`config.mk`:
```
export PLATFORM = sky130hd
export DESIGN_NAME = utf8_to_utf16be_converter_flat
export DESIGN_NICKNAME = d
export VERILOG_FILES = /design/src/u8u16_pkg.sv /design/src/u8u16_if.sv /design/src/u8u16_decode.sv /design/src/u8u16_serial.sv /design/src/utf8_to_utf16be_converter.sv /design/src/flat_wrapper.sv
export VERILOG_INCLUDE_DIRS = /design/src /design/src/src
export SDC_FILE = /design/constraint.sdc
export NUM_CORES = 1
export LEC_CHECK = 0
export ABC_AREA = 1
export BUFFER_PORTS_ARGS = -buffer_cell sky130_fd_sc_hd__buf_2
export CELL_PAD_IN_SITES_DETAIL_PLACEMENT = 0
export CELL_PAD_IN_SITES_GLOBAL_PLACEMENT = 1
export CORE_MARGIN = 2
export CORE_UTILIZATION = 25
export DETAILED_ROUTE_END_ITERATION = 8
export PLACE_DENSITY = 0.52
export SETUP_SLACK_MARGIN = 0.5
export SLEW_MARGIN = 20
export SYNTH_ARGS = -nofsm -noshare
export SYNTH_HDL_FRONTEND = slang
export SYNTH_HIERARCHICAL = 1
export SYNTH_SLANG_ARGS = --single-unit
```
`constraint.sdc`:
```
create_clock -name clk -period 7.75 [get_ports clk]
set_input_delay 0.3875 -clock clk [delete_from_list [all_inputs] [get_ports clk]]
set_output_delay 0.3875 -clock clk [all_outputs]
set_load 0.01 [all_outputs]
```
`src/utf8_to_utf16be_converter_defines.svh`:
```
// assertion macros for the utf-8 to utf-16be converter
`ifndef UTF8_TO_UTF16BE_CONVERTER_DEFINES_SVH
`define UTF8_TO_UTF16BE_CONVERTER_DEFINES_SVH

// same-cycle implication, disabled during reset
`define U8U16_ASSERT_SAME(lbl, ante, cons, msg) \
  lbl: assert property (@(posedge clk) disable iff (!rst_n) (ante) |-> (cons)) else $error(msg);

// next-cycle implication, disabled during reset
`define U8U16_ASSERT_NEXT(lbl, ante, cons, msg) \
  lbl: assert property (@(posedge clk) disable iff (!rst_n) (ante) |=> (cons)) else $error(msg);

`endif

```
`src/u8u16_pkg.sv`:
```
// shared types and constants for the utf-8 to utf-16be converter
package u8u16_pkg;

  localparam logic [7:0]  LEAD2_MASK = 8'hE0;
  localparam logic [7:0]  LEAD2_VAL  = 8'hC0;
  localparam logic [7:0]  LEAD3_MASK = 8'hF0;
  localparam logic [7:0]  LEAD3_VAL  = 8'hE0;
  localparam logic [7:0]  LEAD4_MASK = 8'hF8;
  localparam logic [7:0]  LEAD4_VAL  = 8'hF0;

  localparam logic [20:0] CP_MIN2    = 21'h000080;
  localparam logic [20:0] CP_MAX2    = 21'h0007FF;
  localparam logic [20:0] CP_MIN3    = 21'h000800;
  localparam logic [20:0] SURR_FIRST = 21'h00D800;
  localparam logic [20:0] SURR_LAST  = 21'h00DFFF;
  localparam logic [20:0] SUPP_BASE  = 21'h010000;
  localparam logic [20:0] CP_MAX     = 21'h10FFFF;

  localparam logic [15:0] HI_SURR_BASE = 16'hD800;
  localparam logic [15:0] LO_SURR_BASE = 16'hDC00;
  localparam logic [9:0]  SURR_MASK    = 10'h3FF;

  // index of the final byte in a pack
  localparam logic [1:0]  LAST_ERR  = 2'd0;
  localparam logic [1:0]  LAST_BMP  = 2'd1;
  localparam logic [1:0]  LAST_PAIR = 2'd3;

  // all result bytes caused by one request, byte 0 goes out first
  typedef struct packed {
    logic            err;
    logic [1:0]      last_idx;
    logic [3:0][7:0] bytes;
  } pack_t;

  typedef struct packed {
    logic halted;
    logic pending;
  } dec_stat_t;

endpackage

```
`src/u8u16_if.sv`:
```
// handshake channels for utf-8 input bytes and utf-16be result bytes
interface u8u16_in_if;
  logic       valid;
  logic       ready;
  logic [7:0] in_byte;
  logic       end_marker;

  modport source (output valid, output in_byte, output end_marker, input ready);
  modport sink   (input valid, input in_byte, input end_marker, output ready);
endinterface

interface u8u16_out_if;
  logic       valid;
  logic       ready;
  logic [7:0] out_byte;
  logic       error;
  logic       last_of_run;

  modport source (output valid, output out_byte, output error, output last_of_run,
                  input ready);
  modport sink   (input valid, input out_byte, input error, input last_of_run,
                  output ready);
endinterface

```
`src/u8u16_decode.sv`:
```
// sequence state and decode of one utf-8 byte into a pack of result bytes
module u8u16_decode
  import u8u16_pkg::*;
(
  input  logic       clk,
  input  logic       rst_n,
  input  logic       accept,
  input  logic [7:0] in_byte,
  input  logic       end_marker,
  output logic       pack_valid,
  output pack_t      pack,
  output dec_stat_t  stat
);

  typedef enum logic [1:0] {
    SEQ_NONE,
    SEQ_TWO,
    SEQ_THREE,
    SEQ_FOUR
  } seq_len_t;

  logic [1:0]  rem_r, rem_nxt;
  seq_len_t    seq_r, seq_nxt;
  logic [20:0] acc_r, acc_nxt;
  logic        halted_r, halted_nxt;

  logic [20:0] acc_shift;
  logic [1:0]  rem_dec;
  logic        cp_ok;
  logic        emit;
  logic        raise;
  logic [20:0] cp;
  logic [19:0] off;
  logic [15:0] hi_unit;
  logic [15:0] lo_unit;

  assign acc_shift = {acc_r[14:0], in_byte[5:0]};
  assign rem_dec   = rem_r - 2'd1;

  always_comb begin
    unique case (seq_r)
      SEQ_TWO:   cp_ok = (acc_shift >= CP_MIN2) && (acc_shift <= CP_MAX2);
      SEQ_THREE: cp_ok = ((acc_shift >= CP_MIN3) && (acc_shift < SURR_FIRST)) ||
                         ((acc_shift > SURR_LAST) && (acc_shift < SUPP_BASE));
      SEQ_FOUR:  cp_ok = (acc_shift >= SUPP_BASE) && (acc_shift <= CP_MAX);
      default:   cp_ok = 1'b0;
    endcase
  end

  always_comb begin
    rem_nxt    = rem_r;
    seq_nxt    = seq_r;
    acc_nxt    = acc_r;
    halted_nxt = halted_r;
    emit       = 1'b0;
    raise      = 1'b0;
    cp         = '0;
    if (!halted_r) begin
      if (end_marker) begin
        raise = (rem_r != 2'd0);
      end else if (rem_r == 2'd0) begin
        if (!in_byte[7]) begin
          emit = 1'b1;
          cp   = {13'd0, in_byte};
        end else if ((in_byte & LEAD2_MASK) == LEAD2_VAL) begin
          seq_nxt = SEQ_TWO;
          rem_nxt = 2'd1;
          acc_nxt = {16'd0, in_byte[4:0]};
        end else if ((in_byte & LEAD3_MASK) == LEAD3_VAL) begin
          seq_nxt = SEQ_THREE;
          rem_nxt = 2'd2;
          acc_nxt = {17'd0, in_byte[3:0]};
        end else if ((in_byte & LEAD4_MASK) == LEAD4_VAL) begin
          seq_nxt = SEQ_FOUR;
          rem_nxt = 2'd3;
          acc_nxt = {18'd0, in_byte[2:0]};
        end else begin
          raise = 1'b1;
        end
      end else if (in_byte[7:6] != 2'b10) begin
        raise = 1'b1;
      end else begin
        acc_nxt = acc_shift;
        rem_nxt = rem_dec;
        if (rem_dec == 2'd0) begin
          seq_nxt = SEQ_NONE;
          acc_nxt = '0;
          if (cp_ok) begin
            emit = 1'b1;
            cp   = acc_shift;
          end else begin
            raise = 1'b1;
          end
        end
      end
    end
    if (raise) begin
      halted_nxt = 1'b1;
      rem_nxt    = 2'd0;
      seq_nxt    = SEQ_NONE;
      acc_nxt    = '0;
    end
  end

  // surrogate pair split for code points above the basic plane
  assign off     = 20'(cp - SUPP_BASE);
  assign hi_unit = HI_SURR_BASE | {6'd0, off[19:10]};
  assign lo_unit = LO_SURR_BASE | {6'd0, off[9:0] & SURR_MASK};

  always_comb begin
    pack = '0;
    if (raise) begin
      pack.err      = 1'b1;
      pack.last_idx = LAST_ERR;
    end else if (cp < SUPP_BASE) begin
      pack.last_idx = LAST_BMP;
      pack.bytes[0] = cp[15:8];
      pack.bytes[1] = cp[7:0];
    end else begin
      pack.last_idx = LAST_PAIR;
      pack.bytes[0] = hi_unit[15:8];
      pack.bytes[1] = hi_unit[7:0];
      pack.bytes[2] = lo_unit[15:8];
      pack.bytes[3] = lo_unit[7:0];
    end
  end

  assign pack_valid  = emit || raise;
  assign stat.halted  = halted_r;
  assign stat.pending = (rem_r != 2'd0);

  always_ff @(posedge clk) begin
    if (!rst_n) begin
      rem_r    <= 2'd0;
      seq_r    <= SEQ_NONE;
      acc_r    <= '0;
      halted_r <= 1'b0;
    end else if (accept) begin
      rem_r    <= rem_nxt;
      seq_r    <= seq_nxt;
      acc_r    <= acc_nxt;
      halted_r <= halted_nxt;
    end
  end

endmodule

```
`src/u8u16_serial.sv`:
```
// pack register and output register that send a pack one byte per cycle while the receiver is ready
module u8u16_serial
  import u8u16_pkg::*;
(
  input  logic               clk,
  input  logic               rst_n,
  input  logic               pack_load,
  input  pack_t              pack,
  output logic               pack_ready,
  u8u16_out_if.source        out_ch
);

  logic       pack_valid_r, pack_valid_nxt;
  pack_t      pack_r, pack_nxt;
  logic [1:0] idx_r, idx_nxt;
  logic       out_valid_r, out_valid_nxt;
  logic [7:0] out_byte_r, out_byte_nxt;
  logic       out_err_r, out_err_nxt;
  logic       out_last_r, out_last_nxt;

  logic out_free;
  logic move;
  logic at_last;

  assign out_free   = !out_valid_r || out_ch.ready;
  assign move       = pack_valid_r && out_free;
  assign at_last    = (idx_r == pack_r.last_idx);
  assign pack_ready = !pack_valid_r || (move && at_last);

  always_comb begin
    pack_valid_nxt = pack_valid_r;
    pack_nxt       = pack_r;
    idx_nxt        = idx_r;
    if (pack_load) begin
      pack_valid_nxt = 1'b1;
      pack_nxt       = pack;
      idx_nxt        = 2'd0;
    end else if (move && at_last) begin
      pack_valid_nxt = 1'b0;
    end else if (move) begin
      idx_nxt = idx_r + 2'd1;
    end
  end

  always_comb begin
    out_valid_nxt = out_valid_r;
    out_byte_nxt  = out_byte_r;
    out_err_nxt   = out_err_r;
    out_last_nxt  = out_last_r;
    if (move) begin
      out_valid_nxt = 1'b1;
      out_byte_nxt  = pack_r.bytes[idx_r];
      out_err_nxt   = pack_r.err;
      out_last_nxt  = at_last;
    end else if (out_ch.ready) begin
      out_valid_nxt = 1'b0;
    end
  end

  always_ff @(posedge clk) begin
    if (!rst_n) begin
      pack_valid_r <= 1'b0;
      idx_r        <= 2'd0;
      out_valid_r  <= 1'b0;
    end else begin
      pack_valid_r <= pack_valid_nxt;
      idx_r        <= idx_nxt;
      out_valid_r  <= out_valid_nxt;
    end
  end

  always_ff @(posedge clk) begin
    pack_r     <= pack_nxt;
    out_byte_r <= out_byte_nxt;
    out_err_r  <= out_err_nxt;
    out_last_r <= out_last_nxt;
  end

  assign out_ch.valid       = out_valid_r;
  assign out_ch.out_byte    = out_byte_r;
  assign out_ch.error       = out_err_r;
  assign out_ch.last_of_run = out_last_r;

endmodule

```
`src/utf8_to_utf16be_converter.sv`:
```
// Converts a stream of UTF-8 bytes into UTF-16 big-endian bytes. Each request carries one
// byte or an end marker; a code point below 0x10000 yields two result bytes, a higher one a
// surrogate pair of four bytes, with last_of_run set on the final byte of each request.
// Lead and continuation bytes that do not finish a code point are taken and
// give nothing. Invalid data (bad lead or continuation byte, overlong form, surrogate, value
// above 0x10FFFF, end marker mid-sequence) gives a single result with error set and a zero
// byte; the block then swallows every further request until reset. The output port sends
// one byte per cycle while the receiver is ready; a request yields two bytes for ASCII and
// four for a supplementary character. A new request is taken while the previous
// request's last byte still sits in the output register. No clearing pass after reset.
`include "utf8_to_utf16be_converter_defines.svh"

module utf8_to_utf16be_converter
  import u8u16_pkg::*;
(
  input  logic         clk,
  input  logic         rst_n,
  u8u16_in_if.sink     in_ch,
  u8u16_out_if.source  out_ch
);

  logic      accept;
  logic      pack_valid;
  pack_t     pack;
  logic      pack_ready;
  logic      pack_load;
  dec_stat_t dec_stat;

  assign in_ch.ready = pack_ready;
  assign accept      = in_ch.valid && pack_ready;
  assign pack_load   = accept && pack_valid;

  u8u16_decode u_decode (
    .clk        (clk),
    .rst_n      (rst_n),
    .accept     (accept),
    .in_byte    (in_ch.in_byte),
    .end_marker (in_ch.end_marker),
    .pack_valid (pack_valid),
    .pack       (pack),
    .stat       (dec_stat)
  );

  u8u16_serial u_serial (
    .clk        (clk),
    .rst_n      (rst_n),
    .pack_load  (pack_load),
    .pack       (pack),
    .pack_ready (pack_ready),
    .out_ch     (out_ch)
  );

  `U8U16_ASSERT_SAME(a_err_result_shape, out_ch.valid && out_ch.error, out_ch.last_of_run && (out_ch.out_byte == 8'd0), "error result must be a single zero byte")
  `U8U16_ASSERT_SAME(a_err_implies_halted, out_ch.valid && out_ch.error, dec_stat.halted, "error result seen while decoder not halted")
  `U8U16_ASSERT_SAME(a_halted_no_pack, dec_stat.halted, !pack_valid && !dec_stat.pending, "halted decoder still producing or holding a sequence")
  `U8U16_ASSERT_NEXT(a_halted_sticky, dec_stat.halted, dec_stat.halted, "halted state cleared without reset")

endmodule

```
`src/flat_wrapper.sv`:
```
// flat-port wrapper written by rule: the top's interface ports become plain ports
module utf8_to_utf16be_converter_flat import u8u16_pkg::*;
  (clk, rst_n, in_ch_valid, in_ch_in_byte, in_ch_end_marker, in_ch_ready, out_ch_valid, out_ch_out_byte, out_ch_error, out_ch_last_of_run, out_ch_ready);
  u8u16_in_if in_ch_i ();
  u8u16_out_if out_ch_i ();
  input  logic clk;
  input  logic rst_n;
  input wire logic [$bits(in_ch_i.valid)-1:0] in_ch_valid;
  input wire logic [$bits(in_ch_i.in_byte)-1:0] in_ch_in_byte;
  input wire logic [$bits(in_ch_i.end_marker)-1:0] in_ch_end_marker;
  output wire logic [$bits(in_ch_i.ready)-1:0] in_ch_ready;
  output wire logic [$bits(out_ch_i.valid)-1:0] out_ch_valid;
  output wire logic [$bits(out_ch_i.out_byte)-1:0] out_ch_out_byte;
  output wire logic [$bits(out_ch_i.error)-1:0] out_ch_error;
  output wire logic [$bits(out_ch_i.last_of_run)-1:0] out_ch_last_of_run;
  input wire logic [$bits(out_ch_i.ready)-1:0] out_ch_ready;
  assign in_ch_i.valid = in_ch_valid;
  assign in_ch_i.in_byte = in_ch_in_byte;
  assign in_ch_i.end_marker = in_ch_end_marker;
  assign in_ch_ready = in_ch_i.ready;
  assign out_ch_valid = out_ch_i.valid;
  assign out_ch_out_byte = out_ch_i.out_byte;
  assign out_ch_error = out_ch_i.error;
  assign out_ch_last_of_run = out_ch_i.last_of_run;
  assign out_ch_i.ready = out_ch_ready;
  utf8_to_utf16be_converter u_core (.clk(clk), .rst_n(rst_n), .in_ch(in_ch_i), .out_ch(out_ch_i));
endmodule
```
==> flow_results.org <==
** Drt
- Detailed-router iteration count before antenna repair :: 5
- The routed layout has 2723 vias.
- In the final routed layout, each cell accounts on average for between 10 and 15 um.
- For this block, the initial DRC count from the detailed router was between 200 and 250.
- Routed wire length :: 8.74 mm
- In the routed layout, each cell is associated on average with a via count of 4.52.
- Once detail routing completed, the nets flagged for antenna violations numbered 0.
- Detailed-route DRC error count :: 0

** Setup path
- Counting both buffers and inverters, the worst setup path holds a total of 1.
- Crit-path leading delay family :: simple AND/OR/NAND/NOR gates
- Number of cells on the worst reg-to-reg path :: 9
- Internal reg-to-reg setup slack :: 4.48 ns
- Counting stages on the worst path, the most repeated cell is sky130_fd_sc_hd__nand2_1.
- In this run the worst path has a maximum fanout of 37.
- The worst setup path is of the flip-flop to flip-flop kind.
- Walking the worst path, the cells encountered are nor2_1 > nand2_1 > nor4_1 > a21oi_1 > nand2_1 > nand2_4 > nand2_1 > inv_1 > nor2_4.
- Worst Setup Start Kind :: flip-flop
- Slowest cell on the critical path :: sky130_fd_sc_hd__nor2_4
- STA puts the critical path data required time at 7.70 ns.
- In this run the critical register-to-register path is launched from u_core/u_decode/rem_r[1]$_SDFFE_PN0P_.
- Category of the worst setup path capture point :: flip-flop
- Data arrival time of the critical path :: 3.22 ns
- R2r endpoint :: u_core/u_serial/pack_r[17]$_DFFE_PP_
- On the worst path, the slowest cell contributes a delay of 0.77 ns.

** Timing
- In the finished design, the share of the clock period the worst path needs comes to 0.421.
- Worst Skew :: 0.00402 ns
- The worst path in the final design needs a cycle of 3.27 ns, including I/O delays and setup.
- Worst hold margin :: 0.335 ns
- Final number of hold-violating endpoints :: 0
- Highest Clock Rate :: 306 MHz
- # setup viols final :: 0
- At the pin with the least slew margin, the transition time is approximately 1 ns.
- Headroom to the max-slew limit came out at 0.333.
- Post-route worst setup slack :: ~4.5 ns
- RSZ-0062 raised after global routing :: no
- The max-slew violation count is 0.
- Total Neg Setup Slack :: 0 ns

** Place
- At the end of routability-driven placement, the weighted congestion stood at slightly below 0.8.
- Once placement finished, the instance area stood at 3760 um2.
- Placement-stage worst setup slack :: 4.55 ns
- Instance count after placement with tap cells included :: 586
- The wire-length estimate of the detail-placed layout is 6.42 mm.
- Port Buf Inserts :: 24

** Pwr
- Total leakage power :: 1.52 nW
- Worst vdd rail ir drop :: around 87 uV
- Of the total power, the clock network draws 0.364.
- Portion of total power attributed to combinational logic :: 0.195
- Of the total power, the share spent switching nets is 0.314.
- Internal power summed over all cells :: between 0.7 and 0.8 mW
- Portion of total power attributed to sequential cells :: 0.442
- Total power consumption of the routed design :: approximately 1.1 mW
- Switching power :: between 0.3 and 0.4 mW
- Power density of the placed cells :: 277 nW/um2

** Status
- The flow ran to the end, and the final reports show no timing, DRC or antenna violations.

** Layout
- Of the cells placed in the final design, the portion with a size suffix greater than 1 is 0.175.
- The count of cells in the finished layout, fillers not included, comes to 602.
- Number of filler instances in the final layout :: 1475
- Synth-to-Final Area Change :: 13.9%
- Summing all non-filler instances in the final layout gives an area of slightly above 4000 um2.
- Finished Core Util :: 0.293
- Diode insertion count for antenna repair :: 0
- The net count of the finished layout is 431.

** Floorplan
- Number of top-level pins :: 25
- From left edge to right edge, the die measures around 120 um.
- Floorplan row count :: 43
- The die covers about 15000 um2.
- The region available for standard cell placement spans 13900 um2.
- Starting density of the core :: 0.257
- Die Span Y :: 123 um

** Clocking
- TritonCTS created 9 clock buffers.
- The cell sitting at the root of the clock tree is a sky130_fd_sc_hd__clkbuf_16.
- Gates resized during post-CTS repair numbered 0.
- Clk slew on worst S/H paths :: 0.06 ns
- Clock tree synthesis found a total of 69 sinks.
- Clock tree from TritonCTS :: done
- After clock tree synthesis, the setup repair step added 0 buffers.
- Deepest level of the CTS H-tree :: 3
- Post-CTS Hold Buffers :: 0
- Maximum buffer depth of the clock tree :: 2
- The clock reaches the later pin of the worst-skew pair after roughly 0.33 ns.

** Hold path
- The worst hold path passes through 3 cells.
- Class of the most critical hold timing path :: input pin to flip-flop
- The startpoint identified for the worst hold timing path is rst_n.
- Terminating pin of the worst hold path :: u_core/u_decode/seq_r[1]$_SDFFE_PN0P_

** GRT
- First-pass GRT wire length :: 14.1 mm
- Initial antenna violation count :: 0
- Vias in the first global route :: 2525
- Maximum number of pins on one net before global-route repair :: 38
- Across every metal layer, demand over resource in global routing totals 0.123.
- Overflow after GRT :: 0

** Flow run
- Max-cap violations in this run came to 0.

** Yosys
- During synthesis, Yosys emitted a total of 6 warnings.
- Counting every net in the synthesized netlist gives 417.
- Mapped Cells :: 403
- A synthesized cell averages 8.85 um2.
- The mapped netlist covers 3570 um2.
==> state kept, by name, summed over array words and instances, names as in the netlist <==
register and count:
u_core/u_decode/seq_r 2, u_core/u_serial/out_ch.valid 1, u_core/u_serial/out_ch.last_of_run 1, u_core/u_serial/out_ch.out_byte 8, u_core/u_serial/out_ch.error 1, u_core/u_serial/pack_valid_r 1
u_core/u_decode/acc_r 15, u_core/u_decode/rem_r 2, u_core/u_decode/halted_r 1, u_core/u_serial/idx_r 2, u_core/u_serial/pack_r 35
==> cell type report <==
cell class | instances | area, um2 | area share
inverters | 46 | 174 | 0.0428
repair buffers | 24 | 120 | 0.0296
multi-input cells | 267 | 1410 | 0.347
well taps | 180 | 225 | 0.0554
clock buffers | 9 | 225 | 0.0554
clock inverters | 7 | 75.1 | 0.0185
flip-flops and latches | 69 | 1830 | 0.451
==> power by group through the flow <==
| stage | logic [mW] | clock network, mW | registers (mW) |
|---|---|---|---|
| after floorplan | 0.172 | 0 | 0.495 |
| after global placement | 0.221 | 0 | 0.508 |
| after detailed placement | 0.221 | 0 | 0.507 |
| after CTS | 0.221 | 0.423 | 0.499 |
| after global routing | 0.246 | 0.437 | 0.505 |
| final | 0.219 | 0.410 | 0.498 |
==> how the worst max path moves through the flow <==
stage / start / endpoint / cells after the start
after global routing: u_core/u_serial/idx_r[0]$_SDFFE_PP0P_ / u_core/u_decode/acc_r[6]$_SDFFE_PN0P_ / 11
after detailed placement: u_core/u_decode/rem_r[1]$_SDFFE_PN0P_ / u_core/u_serial/pack_r[31]$_DFFE_PP_ / 9
final: u_core/u_decode/rem_r[1]$_SDFFE_PN0P_ / u_core/u_serial/pack_r[17]$_DFFE_PP_ / 9
after global placement: u_core/u_decode/rem_r[1]$_SDFFE_PN0P_ / u_core/u_serial/idx_r[0]$_SDFFE_PP0P_ / 12
after floorplan: u_core/u_decode/rem_r[1]$_SDFFE_PN0P_ / u_core/u_serial/pack_r[0]$_DFFE_PP_ / 10
after CTS: u_core/u_decode/rem_r[1]$_SDFFE_PN0P_ / u_core/u_serial/idx_r[1]$_SDFFE_PP0P_ / 12
==> tightest hold or removal path, stage by stage <==
cell                      delay, ns
sky130_fd_sc_hd__buf_2         0.14
sky130_fd_sc_hd__nand2_1       0.07
sky130_fd_sc_hd__nor2_1        0.03
==> layout by cell type (no fill, tap or decap), types with 4 or more instances in the layout <==
cell / count
sky130_fd_sc_hd__dfxtp_1: 24
sky130_fd_sc_hd__nand2_4: 4
sky130_fd_sc_hd__o21ai_0: 18
sky130_fd_sc_hd__or2_1: 4
sky130_fd_sc_hd__inv_2: 5
sky130_fd_sc_hd__nand4_1: 20
sky130_fd_sc_hd__nand3_1: 22
sky130_fd_sc_hd__nand2_1: 66
sky130_fd_sc_hd__nor3_1: 7
sky130_fd_sc_hd__nand2_2: 5
sky130_fd_sc_hd__inv_1: 40
sky130_fd_sc_hd__o22ai_1: 8
sky130_fd_sc_hd__clkbuf_16: 9
sky130_fd_sc_hd__edfxtp_1: 45
sky130_fd_sc_hd__o21ai_1: 8
sky130_fd_sc_hd__buf_2: 24
sky130_fd_sc_hd__nor2_2: 5
sky130_fd_sc_hd__a21oi_1: 28
sky130_fd_sc_hd__nor2_1: 51
==> per-layer routing <==
| layer | part of all wire | vias to the layer above | global-route usage | wire [um] |
|---|---|---|---|---|
| met2 | 0.47 | 62 | 0.188 | 4100 |
| met5 | 0 | - | 0 | 0 |
| met3 | 0.046 | 6 | 0.0332 | 403 |
| met1 | 0.48 | 1264 | 0.168 | 4160 |
| met4 | 0.0085 | 0 | 0.0384 | 74 |
| li1 | - | 1391 | - | - |
Power figures use the tool's default switching activity.
